## config.mk

```make
export PLATFORM = sky130hd
export DESIGN_NAME = pgcc_ram
export DESIGN_NICKNAME = d
export VERILOG_FILES = /design/src/rtl/core/pgcc_ram.sv
export SDC_FILE = /design/constraint.sdc
export NUM_CORES = 2
export LEC_CHECK = 0
export BUFFER_PORTS_ARGS = -buffer_cell sky130_fd_sc_hd__buf_2
export CAP_MARGIN = 20
export CORE_MARGIN = 3
export CORE_UTILIZATION = 41
export CTS_BUF_LIST = sky130_fd_sc_hd__clkbuf_16
export DETAILED_ROUTE_END_ITERATION = 10
export PLACE_DENSITY = 0.66
export SLEW_MARGIN = 10
export SYNTH_ARGS = -nofsm -noshare
export SYNTH_HDL_FRONTEND = slang
export SYNTH_SLANG_ARGS = --single-unit
```

## constraint.sdc

```tcl
create_clock -name clk -period 3.3 [get_ports clk]
set_clock_uncertainty 0.1 [all_clocks]
set_input_delay 0.165 -clock clk [delete_from_list [all_inputs] [get_ports clk]]
set_output_delay 0.165 -clock clk [all_outputs]
set_load 0.03 [all_outputs]
```

## src/rtl/core/pgcc_ram.sv

```systemverilog
// Simple dual-port memory: one write port, one read port with registered data.
module pgcc_ram #(
  parameter int WIDTH = 24,
  parameter int DEPTH = 128
) (
  input  logic                     clk,
  input  logic                     we,
  input  logic [$clog2(DEPTH)-1:0] waddr,
  input  logic [WIDTH-1:0]         wdata,
  input  logic [$clog2(DEPTH)-1:0] raddr,
  output logic [WIDTH-1:0]         rdata_r
);

  logic [WIDTH-1:0] mem [DEPTH];

  always_ff @(posedge clk) begin
    if (we) begin
      mem[waddr] <= wdata;
    end
    rdata_r <= mem[raddr];
  end

endmodule

```

==> metrics.cfg <==
[detailed_routing]
antenna_left=0
drt_first_iter_violations=7596
drc=0
vias=54100
wire_per_inst_microns=33.2
wirelength_microns=303000
firstDrtPassIters=7
vias_per_cell=5.93

[clocking]
cts_buffers=322
clk_pin_slew_ns=0.06
cts_buffer_depth=4
clock_latency_ns=0.96
cts.sinks=3096
cts-root-buf=clkbuf_16
htree_levels=5
cts_tree=built

[grt]
use_met3_pct=4.41
grt_use_total_pct=20.7
grt_max_degree=113
met2_usage_pct=33.0
met1_usage_pct=28.8
grt_pass1_vias=54500
grt_pass1_wl_microns=427000
antenna_found_initial=30
grt_overflow_total=0
gr-max-usage-layer=met2

[final_layout]
fin_nets=5168
drive_gt1_share_pct=38.4
area_growth_pct=17.2
final_cell_mix=edfxtp_1 (3072), mux4_2 (1008), clkbuf_16 (325)
final_common_cell=edfxtp_1

[power]
p_seq_share_pct=53.4
ir_drop_uv=395
combPwrFrac_pct=5.5
pwr-share-clk_pct=41.0
power_density_mw_per_mm2=593
power.total_mw=81.6
switching_power_mw=17.2
p_int_mw=64.3
switching_share_pct=21.1
p_leak_nw=42.6

[logic_synthesis]
yosysWarnings=0
netlist_area_sq_mm=0.117
synth-seq-cells=3096
synth.net_count=4578
synthCells=4538
ys_types=16
synth.avg_cell_area_sq_um=25.9
yosysSeqAreaShare_pct=79.0

[floorplanning]
die_area_sq_mm=0.293
die_h_microns=541
num_rows=195
fp.dieW_microns=541
io_pins=64
start_util_pct=41.4
core_sq_mm=0.284

[critical_path]
cp_max_fo=2
cp-end-kind=flip-flop
arrival_ns=3.39
required_ns=4.00
crit_path_start_kind=flip-flop
path_class=reg -> reg

[job]
drv_cap=0

[place]
io_buffers=63
pre_cts_ws_ns=-0.0615
place.detailed.hpwl_microns=175000
place_congestion=0.828

[sta]
fin_crit_ns=2.70
final-setup-viol-count=0
slew_headroom_pct=20.2
rsz0062_at_grt=no
hold_slack_ns=0.0645
finalCritPeriodShare_pct=81.7
hold_viol=0
layout_setup_ws_ns=0.605
tightest_slew_ns=1.20
drv_slew=0
fmax_ghz=0.371

[outcome]
outcome=complete, no violations

[worst_hold_path]
hold_class=in -> reg

-- stage by stage --
stage          cells  util [%]  setup TNS (ns)  cell area [sq um]
4_1_cts         9097      48.5               0             137000
5_1_grt         9120      48.5               0             138000
3_5_place_dp    8507      45.0          -0.143             127000
3_3_place_gp    8506      44.9          -0.161             127000
6_report        9129      48.5               0             138000
2_1_floorplan   4538         -               0             117000
-- cell type report --
| cell class | instances | area [sq um] |
|---|---|---|
| clock inverters | 230 | 1470 |
| well taps | 3743 | 4680 |
| repair buffers | 506 | 6230 |
| fillers | 22100 | 146000 |
| flip-flops and latches | 3096 | 92700 |
| multi-input cells | 1202 | 24300 |
| clock buffers | 325 | 8130 |
| diodes | 27 | 67.6 |
-- flip-flops by register name (all words and copies together) (netlist names) --
| name | cells |
|---|---|
| mem | 3072 |
| rdata_r | 24 |
-- critical path: stages (launching register included) --
cell      delay [ns]
edfxtp_1        0.37
mux4_2          0.51
mux4_2          0.60
mux4_2          0.66
mux2_2          0.32
-- kinds of logic after synthesis --
family	after synthesis	synth area share (%)
buffers and inverters	240	0.838
DFF	3096	79.0
muxes	1032	19.6
and+or+nand+nor	170	0.594
-- power groups by stage --
stage | logic [mW] | clock network [mW] | registers (mW)
after global placement | 4.40 | 0 | 44.4
final | 4.51 | 33.5 | 43.6
after detailed placement | 4.48 | 0 | 44.5
after floorplan | 2.10 | 0 | 44.4
after global routing | 4.71 | 35.6 | 43.6
after CTS | 4.53 | 34.0 | 43.6
-- worst paths after layout --
kind | startpoint | to | slack (ns) | cells past startpoint
min | wdata[7] | mem[74][7] | 0.06 | 2
max reg2reg | mem[37][8] | rdata_r[8] | 0.60 | 4
min reg2reg | mem[111][9] | rdata_r[9] | 1.01 | 4
max | mem[37][8] | rdata_r[8] | 0.60 | 4
-- metal layers --
| layer | vias up | share of wire [%] |
|---|---|---|
| li1 | 21200 | - |
| met1 | 29500 | 38 |
| met2 | 2945 | 48 |
| met3 | 458 | 9.9 |
| met4 | 4 | 3.2 |
| met5 | - | 0.0086 |
-- Yosys cell counts (all sizes together) --
cell,n,area share [%]
mux2,24,0.23
nor3,9,0.038
nand2,14,0.045
clkbuf,151,0.48
nand2b,2,0.011
nor2b,7,0.037
edfxtp,3072,79
nand3,12,0.051
buf,89,0.35
mux4,1008,19
or3,1,0.0053
nand4,3,0.016
nor2,122,0.39
dfxtp,24,0.41
-- timing repair --
action,CTS,global route
setup buffers,0,0
hold buffers,35,0
gates resized for setup,0,0
hold endpoints to repair,2660,0
No activity file was read; power rests on OpenSTA's default activity.
