### src/rtl/core/pgcc_pkg.sv
// Shared constants and codes for the polygon grid cell counter.
package pgcc_pkg;

  localparam int MAX_VERTICES_DEF = 128;
  localparam int COORD_BITS_DEF   = 12;
  localparam int COUNT_W          = 25;
  localparam int OUT_TW           = 32;

  localparam logic STATUS_OK       = 1'b0;
  localparam logic STATUS_OVERFLOW = 1'b1;

endpackage

### src/rtl/core/pgcc_div.sv
// Iterative restoring divider with floor rounding and a remainder-nonzero flag.
module pgcc_div #(
  parameter int NW = 26,
  parameter int DW = 13
) (
  input  logic                 clk,
  input  logic                 rst_n,
  input  logic                 start,
  input  logic signed [NW-1:0] num,
  input  logic signed [DW-1:0] den,
  output logic                 done_r,
  output logic signed [NW-1:0] quot_r,
  output logic                 rem_nz_r
);
  import pgcc_pkg::*;

  localparam logic [1:0] D_IDLE = 2'd0;
  localparam logic [1:0] D_BUSY = 2'd1;
  localparam logic [1:0] D_FIX  = 2'd2;
  localparam int CW = $clog2(NW + 1);

  logic [1:0]    st_r;
  logic [CW-1:0] cnt_r;
  logic [DW-1:0] rem_r;
  logic [NW-1:0] quo_r;
  logic [DW-1:0] dmag_r;
  logic          neg_r;
  logic [DW:0]   sh;
  logic          ge;

  assign sh = {rem_r, quo_r[NW-1]};
  assign ge = (sh >= {1'b0, dmag_r});

  always_ff @(posedge clk) begin
    if (!rst_n) begin
      st_r   <= D_IDLE;
      done_r <= 1'b0;
    end else begin
      done_r <= 1'b0;
      unique case (st_r)
        D_IDLE: begin
          if (start) begin
            quo_r  <= num[NW-1] ? NW'(-num) : num;
            dmag_r <= den[DW-1] ? DW'(-den) : den;
            neg_r  <= num[NW-1] ^ den[DW-1];
            rem_r  <= '0;
            cnt_r  <= CW'(NW);
            st_r   <= D_BUSY;
          end
        end
        D_BUSY: begin
          rem_r <= ge ? DW'(sh - {1'b0, dmag_r}) : sh[DW-1:0];
          quo_r <= {quo_r[NW-2:0], ge};
          cnt_r <= cnt_r - 1'b1;
          if (cnt_r == CW'(1)) begin
            st_r <= D_FIX;
          end
        end
        D_FIX: begin
          rem_nz_r <= (rem_r != '0);
          if (neg_r) begin
            quot_r <= $signed(-quo_r - NW'(rem_r != '0));
          end else begin
            quot_r <= $signed(quo_r);
          end
          done_r <= 1'b1;
          st_r   <= D_IDLE;
        end
        default: st_r <= D_IDLE;
      endcase
    end
  end

endmodule

### config.mk
export PLATFORM = sky130hd
export DESIGN_NAME = pgcc_div
export DESIGN_NICKNAME = d
export VERILOG_FILES = /design/src/rtl/core/pgcc_pkg.sv /design/src/rtl/core/pgcc_div.sv
export SDC_FILE = /design/constraint.sdc
export NUM_CORES = 1
export LEC_CHECK = 0
export ABC_AREA = 0
export BUFFER_PORTS_ARGS = -buffer_cell sky130_fd_sc_hd__buf_2
export CAP_MARGIN = 20
export CORE_ASPECT_RATIO = 0.7
export CORE_MARGIN = 2
export CORE_UTILIZATION = 25
export DETAILED_ROUTE_END_ITERATION = 8
export PLACE_DENSITY = 0.4
export SYNTH_ARGS = -nofsm -noshare
export SYNTH_HDL_FRONTEND = slang
export SYNTH_SLANG_ARGS = --single-unit
export TNS_END_PERCENT = 10
### constraint.sdc
create_clock -name clk -period 3 [get_ports clk]
set_input_delay 0.15 -clock clk [delete_from_list [all_inputs] [get_ports clk]]
set_output_delay 0.15 -clock clk [all_outputs]
set_load 0.01 [all_outputs]
==> results_dict.tcl, run 1 <==
set metrics [dict create \
    hp-class "in -> reg" \
    rows 48 \
    grt_max_degree 40 \
    hold_start "den[0]" \
    clockBufferDepth 2 \
    die_h_um 137.8 \
    ant_nets 0 \
    core_region_area_um2 24860 \
    dp_slack_ps -111.0 \
    max_freq_mhz 348.3 \
    grt_pass1_wl_um 29450 \
    gp_congestion 0.7872 \
    numPortBuffers 69 \
    synth.distinct_cells 64 \
    critical_path_class "reg -> reg" \
    drive_above_1_share 0.1826 \
    yosys_warnings 0 \
    n_fill_cell 2656 \
    place_inst 1092 \
    drt_iter0_drc 530 \
    end_kind "flop" \
    relSlewSlack 0.5635 \
    cp-start-kind "flop" \
    power.density_nw_per_um2 470.5 \
    routedWlPerCell_um 16.72 \
    start_util 0.2573 \
    synth-async-reset-ratio 0 \
    dr.pass1.iters 5 \
    antenna_found_initial 0 \
    fin_area_um2 7705 \
    overflow 0 \
    status "finished, final reports clean" \
    die_w_um 195.2 \
    cts_hold_buf 0 \
    worst-path-max-fanout 3 \
    cp-startpoint "rem_r[7]" \
    wl_um 18530 \
    slowest_stage "edfxtp_1" \
    finalHoldViolCount 0 \
    rr_startpoint "rem_r[7]" \
    required_ps 3080 \
    vias 5439 \
    max_stage_delay_ps 410 \
    grt_pass1_vias 5390 \
    clk_pin_slew_ps 70 \
    cts_tree "done" \
    fin_ws_ps 128.6 \
    crit_family "compound AO/OA/AOI/OAI gates" \
    area_delta_synth_final_pct 20.44 \
    period_share 0.9571 \
    syn_nets 777 \
    final.setup_skew_ps 8.141 \
    io_pins 70 \
    arrival_ps 2950 \
    via_per_inst 4.909 \
    fin_cells 1108 \
    crit_top_cell "ha_4" \
    worstMarginPinSlew_ps 646.3 \
    clk_latency_ps 350 \
    cp_num_buf_inv 2 \
    synth_enable_flop_cells 85 \
    cts_buffers 9 \
    utilization 0.3099 \
    max_cap_violations 0 \
    fin_nets 867 \
    cts.sinks 88 \
    htreeDepth 3 \
    fin_crit_ps 2871 \
    placed_cell_area_um2 7330 \
    setup_viol 0 \
    drc 0 \
    ys_seq_elements 88 \
    dp_hpwl_um 14290 \
    diodes 0 \
    netlist_instances 690 \
    ys_seq_area_frac 0.4084 \
    crit_chain "nor4_2 -> and4_1 -> ha_2 -> ha_4 -> inv_1 -> ha_4 -> o21bai_4 -> o21ai_4 -> a21o_1 -> a2111oi_2 -> buf_4 -> o311ai_1" \
    ir_drop_uv 243.0 \
    dieArea_um2 26910 \
    root_buffer "clkbuf_16" \
    p_leak_nw 3.092 \
    grt_usage 0.1419 \
    synth.avg_cell_area_um2 9.272 \
    ys.flop_type "edfxtp_1" \
    synth.cell_area_um2 6397 \
    rsz0062_at_grt "yes" \
    slew_viol_final 0 \
]
==> path summary, 6_finish.rpt <==
kind | end | slack, ps | depth (start not counted)
min | dmag_r[0] | 20 | 1
max reg2reg | quot_r[23] | 130 | 12
max | quot_r[23] | 130 | 12
min reg2reg | st_r[1] | 500 | 1
==> stage by stage <==
step | power, W | setup TNS (ps) | hold WS, ps
2_1_floorplan | 0.002188 | 0 | 248.9
6_report | 0.003625 | 0 | 16.98
5_1_grt | 0.003841 | -116.0 | 1.300
3_5_place_dp | 0.002514 | -120.9 | 374.8
4_1_cts | 0.003629 | 0 | 5.737
3_3_place_gp | 0.002502 | -51.42 | 362.5
==> power by group <==
part	internal (W)	switching [W]	leakage, nW	total, W
Sequential	0.00144	0.0000470	0.814	0.00149
Clock	0.000634	0.000467	0.134	0.00110
Combinational	0.000425	0.000608	2.14	0.00103
==> layer usage <==
metal,part of all wire,GRT usage,vias up
met3,0.039,0.02472,13
met1,0.54,0.2126,2601
li1,-,-,2706
met4,0.0098,0.03393,0
met5,0,0,-
met2,0.41,0.2097,119
==> area by class of cell <==
| class | instances | area (um^2) | share of cell area |
|---|---|---|---|
| multi-input combinational | 523 | 3578 | 0.4644 |
| sequential | 88 | 2613 | 0.3391 |
| timing repair buffer | 105 | 631.9 | 0.08201 |
| tap | 325 | 406.6 | 0.05278 |
| clock buffer | 10 | 229.0 | 0.02972 |
| inverter | 53 | 198.9 | 0.02582 |
| clock inverter | 4 | 47.55 | 0.006171 |
==> sequential cells by signal (all words and copies together), names as in the netlist <==
| name | count |
|---|---|
| rem_r | 13 |
| dmag_r | 13 |
| rem_nz_r | 1 |
| quot_r | 26 |
| done_r | 1 |
| neg_r | 1 |
| st_r | 2 |
| quo_r | 26 |
| cnt_r | 5 |
==> Yosys cell counts (13+ instances only) <==
| master | count | share of area |
|---|---|---|
| o21ai_0 | 60 | 0.047 |
| inv_1 | 53 | 0.031 |
| nor2_1 | 37 | 0.022 |
| xnor2_1 | 28 | 0.038 |
| ha_1 | 44 | 0.086 |
| nand2_1 | 88 | 0.052 |
| xor2_1 | 27 | 0.037 |
| a21oi_1 | 53 | 0.041 |
| mux2i_1 | 13 | 0.020 |
| nand3_1 | 14 | 0.011 |
| clkbuf_1 | 20 | 0.012 |
| edfxtp_1 | 85 | 0.40 |
==> cell usage in the layout (no fill, tap or decap), types with 3 or more instances in the layout <==
master and n:
a211o_1 4, a31oi_1 4, nand4_1 6, nand3_1 14
o211a_1 3, edfxtp_1 85, xnor2_1 28, o21a_1 5
nor2_1 36, and3_1 6, buf_4 34, inv_1 53
a21o_1 8, ha_1 41, nand3b_1 4, or4_1 5
nor4_2 3, or3_1 8, and4_1 4, a211oi_1 7
dfxtp_1 3, nor3_1 11, mux2i_1 13, o31ai_1 11
a21oi_1 53, buf_2 69, nand2_1 87, and2_1 3
xor2_1 27, o41ai_1 5, o2111ai_1 3, o211ai_1 4
nand2b_1 9, o21bai_1 4, o21ai_0 58, o31a_1 4
clkbuf_16 9
==> what timing repair did <==
action                     4_1_cts  5_1_grt
setup buffers                    0        1
pin swaps                        1       12
setup endpoints to repair        2       18
resized for setup                4       14
==> cells by family after synthesis <==
family                   count (synthesis)  share of synthesized area
buffers and inverters                   79                    0.04713
flip-flops                              88                     0.4084
AO/OA/AOI/OAI                          196                     0.1936
multiplexers                            13                    0.02034
adder cells (fa/ha/maj)                 45                    0.08918
XOR/XNOR                                55                    0.07530
AND/OR/NAND/NOR                        214                     0.1661
(Power assumes the default switching activity.)
==> inputs of run 2 (changes only) <==
CORE_UTILIZATION = 54   (was 25)
PLACE_DENSITY = 0.75   (was 0.4)
==> run 2 against run 1 <==
Against the previous run:
- die area is 53% lower
- sequential power hardly changed
- combinational power is 6% lower
- global-route usage is 11 points higher
- flip-flop and latch count stayed put
- clock skew is 1.9 ps lower
- register-to-register slack worse by 30 ps
- fmax is 1.1% lower
- critical path type unchanged
==> results_dict.tcl, run 2 (synthesis gave the netlist of run 1 again) <==
set metrics [dict create \
    routedWlPerCell_um 16.94 \
    status "finished, final reports clean" \
    clockBufferDepth 2 \
    fin_crit_ps 2904 \
    setup_viol 0 \
    htreeDepth 3 \
    relSlewSlack 0.4387 \
    die_h_um 95.07 \
    wl_um 15670 \
    start_util 0.5494 \
    slew_viol_final 0 \
    cts_tree "done" \
    root_buffer "clkbuf_16" \
    end_kind "flop" \
    cts_hold_buf 0 \
    cts_buffers 9 \
    diodes 0 \
    drive_above_1_share 0.1589 \
    area_delta_synth_final_pct 14.86 \
    drt_iter0_drc 547 \
    ir_drop_uv 279.5 \
    fin_nets 850 \
    rows 33 \
    max_freq_mhz 344.4 \
    utilization 0.6311 \
    vias 5519 \
    clk_latency_ps 340 \
    arrival_ps 3090 \
    grt_max_degree 40 \
    antenna_found_initial 0 \
    fin_area_um2 7348 \
    reg_top3 "quo_r (26), quot_r (26)" \
    p_leak_nw 3.018 \
    worst-path-max-fanout 9 \
    core_region_area_um2 11640 \
    period_share 0.9679 \
    die_w_um 134.1 \
    critical_path_class "reg -> reg" \
    gp_congestion 0.9513 \
    dieArea_um2 12750 \
    power.density_nw_per_um2 501.1 \
    r2r_slack_ps 100 \
    placed_cell_area_um2 6994 \
    layout_commonest_cell "nand2_1" \
    drc 0 \
    cp-start-kind "flop" \
    grt_pass1_vias 5033 \
    grt_pass1_wl_um 24950 \
    max_cap_violations 0 \
    ant_nets 0 \
    timing.hold.ws_ps 14.83 \
    overflow 0 \
    final.setup_skew_ps 6.219 \
    numPortBuffers 69 \
    io_pins 70 \
    via_per_inst 5.966 \
    finalHoldViolCount 0 \
    clk_pin_slew_ps 60 \
    rsz0062_at_grt "yes" \
    required_ps 3190 \
    cts.sinks 88 \
    hp-class "in -> reg" \
    dr.pass1.iters 5 \
    dp_hpwl_um 11760 \
    worstMarginPinSlew_ps 842.0 \
    final_cell_mix "nand2_1, edfxtp_1, buf_2" \
    grt_usage 0.2499 \
]
-- run 2: cell count changes in the layout (fill, tap and decap cells not counted), moves of 2 or more --
cell | previous run | this run
buf_4 | 34 | 19
clkinv_2 | 2 | 0
ha_1 | 41 | 44
ha_4 | 2 | 0
nor4_1 | 2 | 4
nor4_2 | 3 | 1
-- run 2: what timing repair did --
item | in CTS | in global routing
setup buffers | 0 | 0
gates resized for setup | 1 | 6
setup endpoints to repair | 1 | 9
pin swaps | 0 | 3
-- run 2: layout make-up --
| class | count | area (um^2) |
|---|---|---|
| clock buffer | 10 | 229.0 |
| clock inverter | 6 | 92.59 |
| fill | 995 | 4295 |
| inverter | 53 | 198.9 |
| multi-input combinational | 523 | 3531 |
| sequential | 88 | 2613 |
| tap | 157 | 196.4 |
| timing repair buffer | 88 | 488.0 |
-- run 2: worst paths after layout --
check             startpoint         to  depth (start not counted)
hold / removal        den[0]  dmag_r[0]                          1
setup reg to reg   quo_r[25]   rem_r[5]                         10
setup / recovery   quo_r[25]   rem_r[5]                         10
hold reg to reg     cnt_r[4]    st_r[1]                          1
-- run 2: critical path, stage by stage, from the launching register on --
cell and delay [ps]:
edfxtp_1 420, inv_1 110, ha_1 240, fa_1 390, nand2b_1 190, a211o_1 320, a21oi_2 170, o31ai_2 90
buf_4 180, or3b_2 470, a21oi_1 170
-- run 2: per-layer routing --
metal | global-route usage | up-vias | routed length (um)
li1 | - | 2674 | -
met1 | 0.3586 | 2552 | 7201
met2 | 0.3885 | 277 | 6702
met3 | 0.06167 | 16 | 1570
met4 | 0.05088 | 0 | 197
met5 | 0 | - | 0
-- run 2: power breakdown --
group	total (W)	switching, W	internal (W)	leakage (nW)
Clock	0.00122	0.000486	0.000734	0.149
Combinational	0.000969	0.000578	0.000392	2.05
Sequential	0.00149	0.0000486	0.00144	0.814
Total	0.00368	0.00111	0.00257	3.02
-- run 2: through the flow --
step / worst slack [ps] / power [W] / setup TNS, ps / cells
after global placement: 108.8 / 0.002413 / 0 / 909
after detailed placement: -18.59 / 0.002445 / -18.59 / 909
after global routing: -20.70 / 0.003844 / -20.70 / 925
after CTS: 71.50 / 0.003668 / 0 / 925
final: 96.33 / 0.003682 / 0 / 925
after floorplan: 173.9 / 0.002188 / 0 / 690
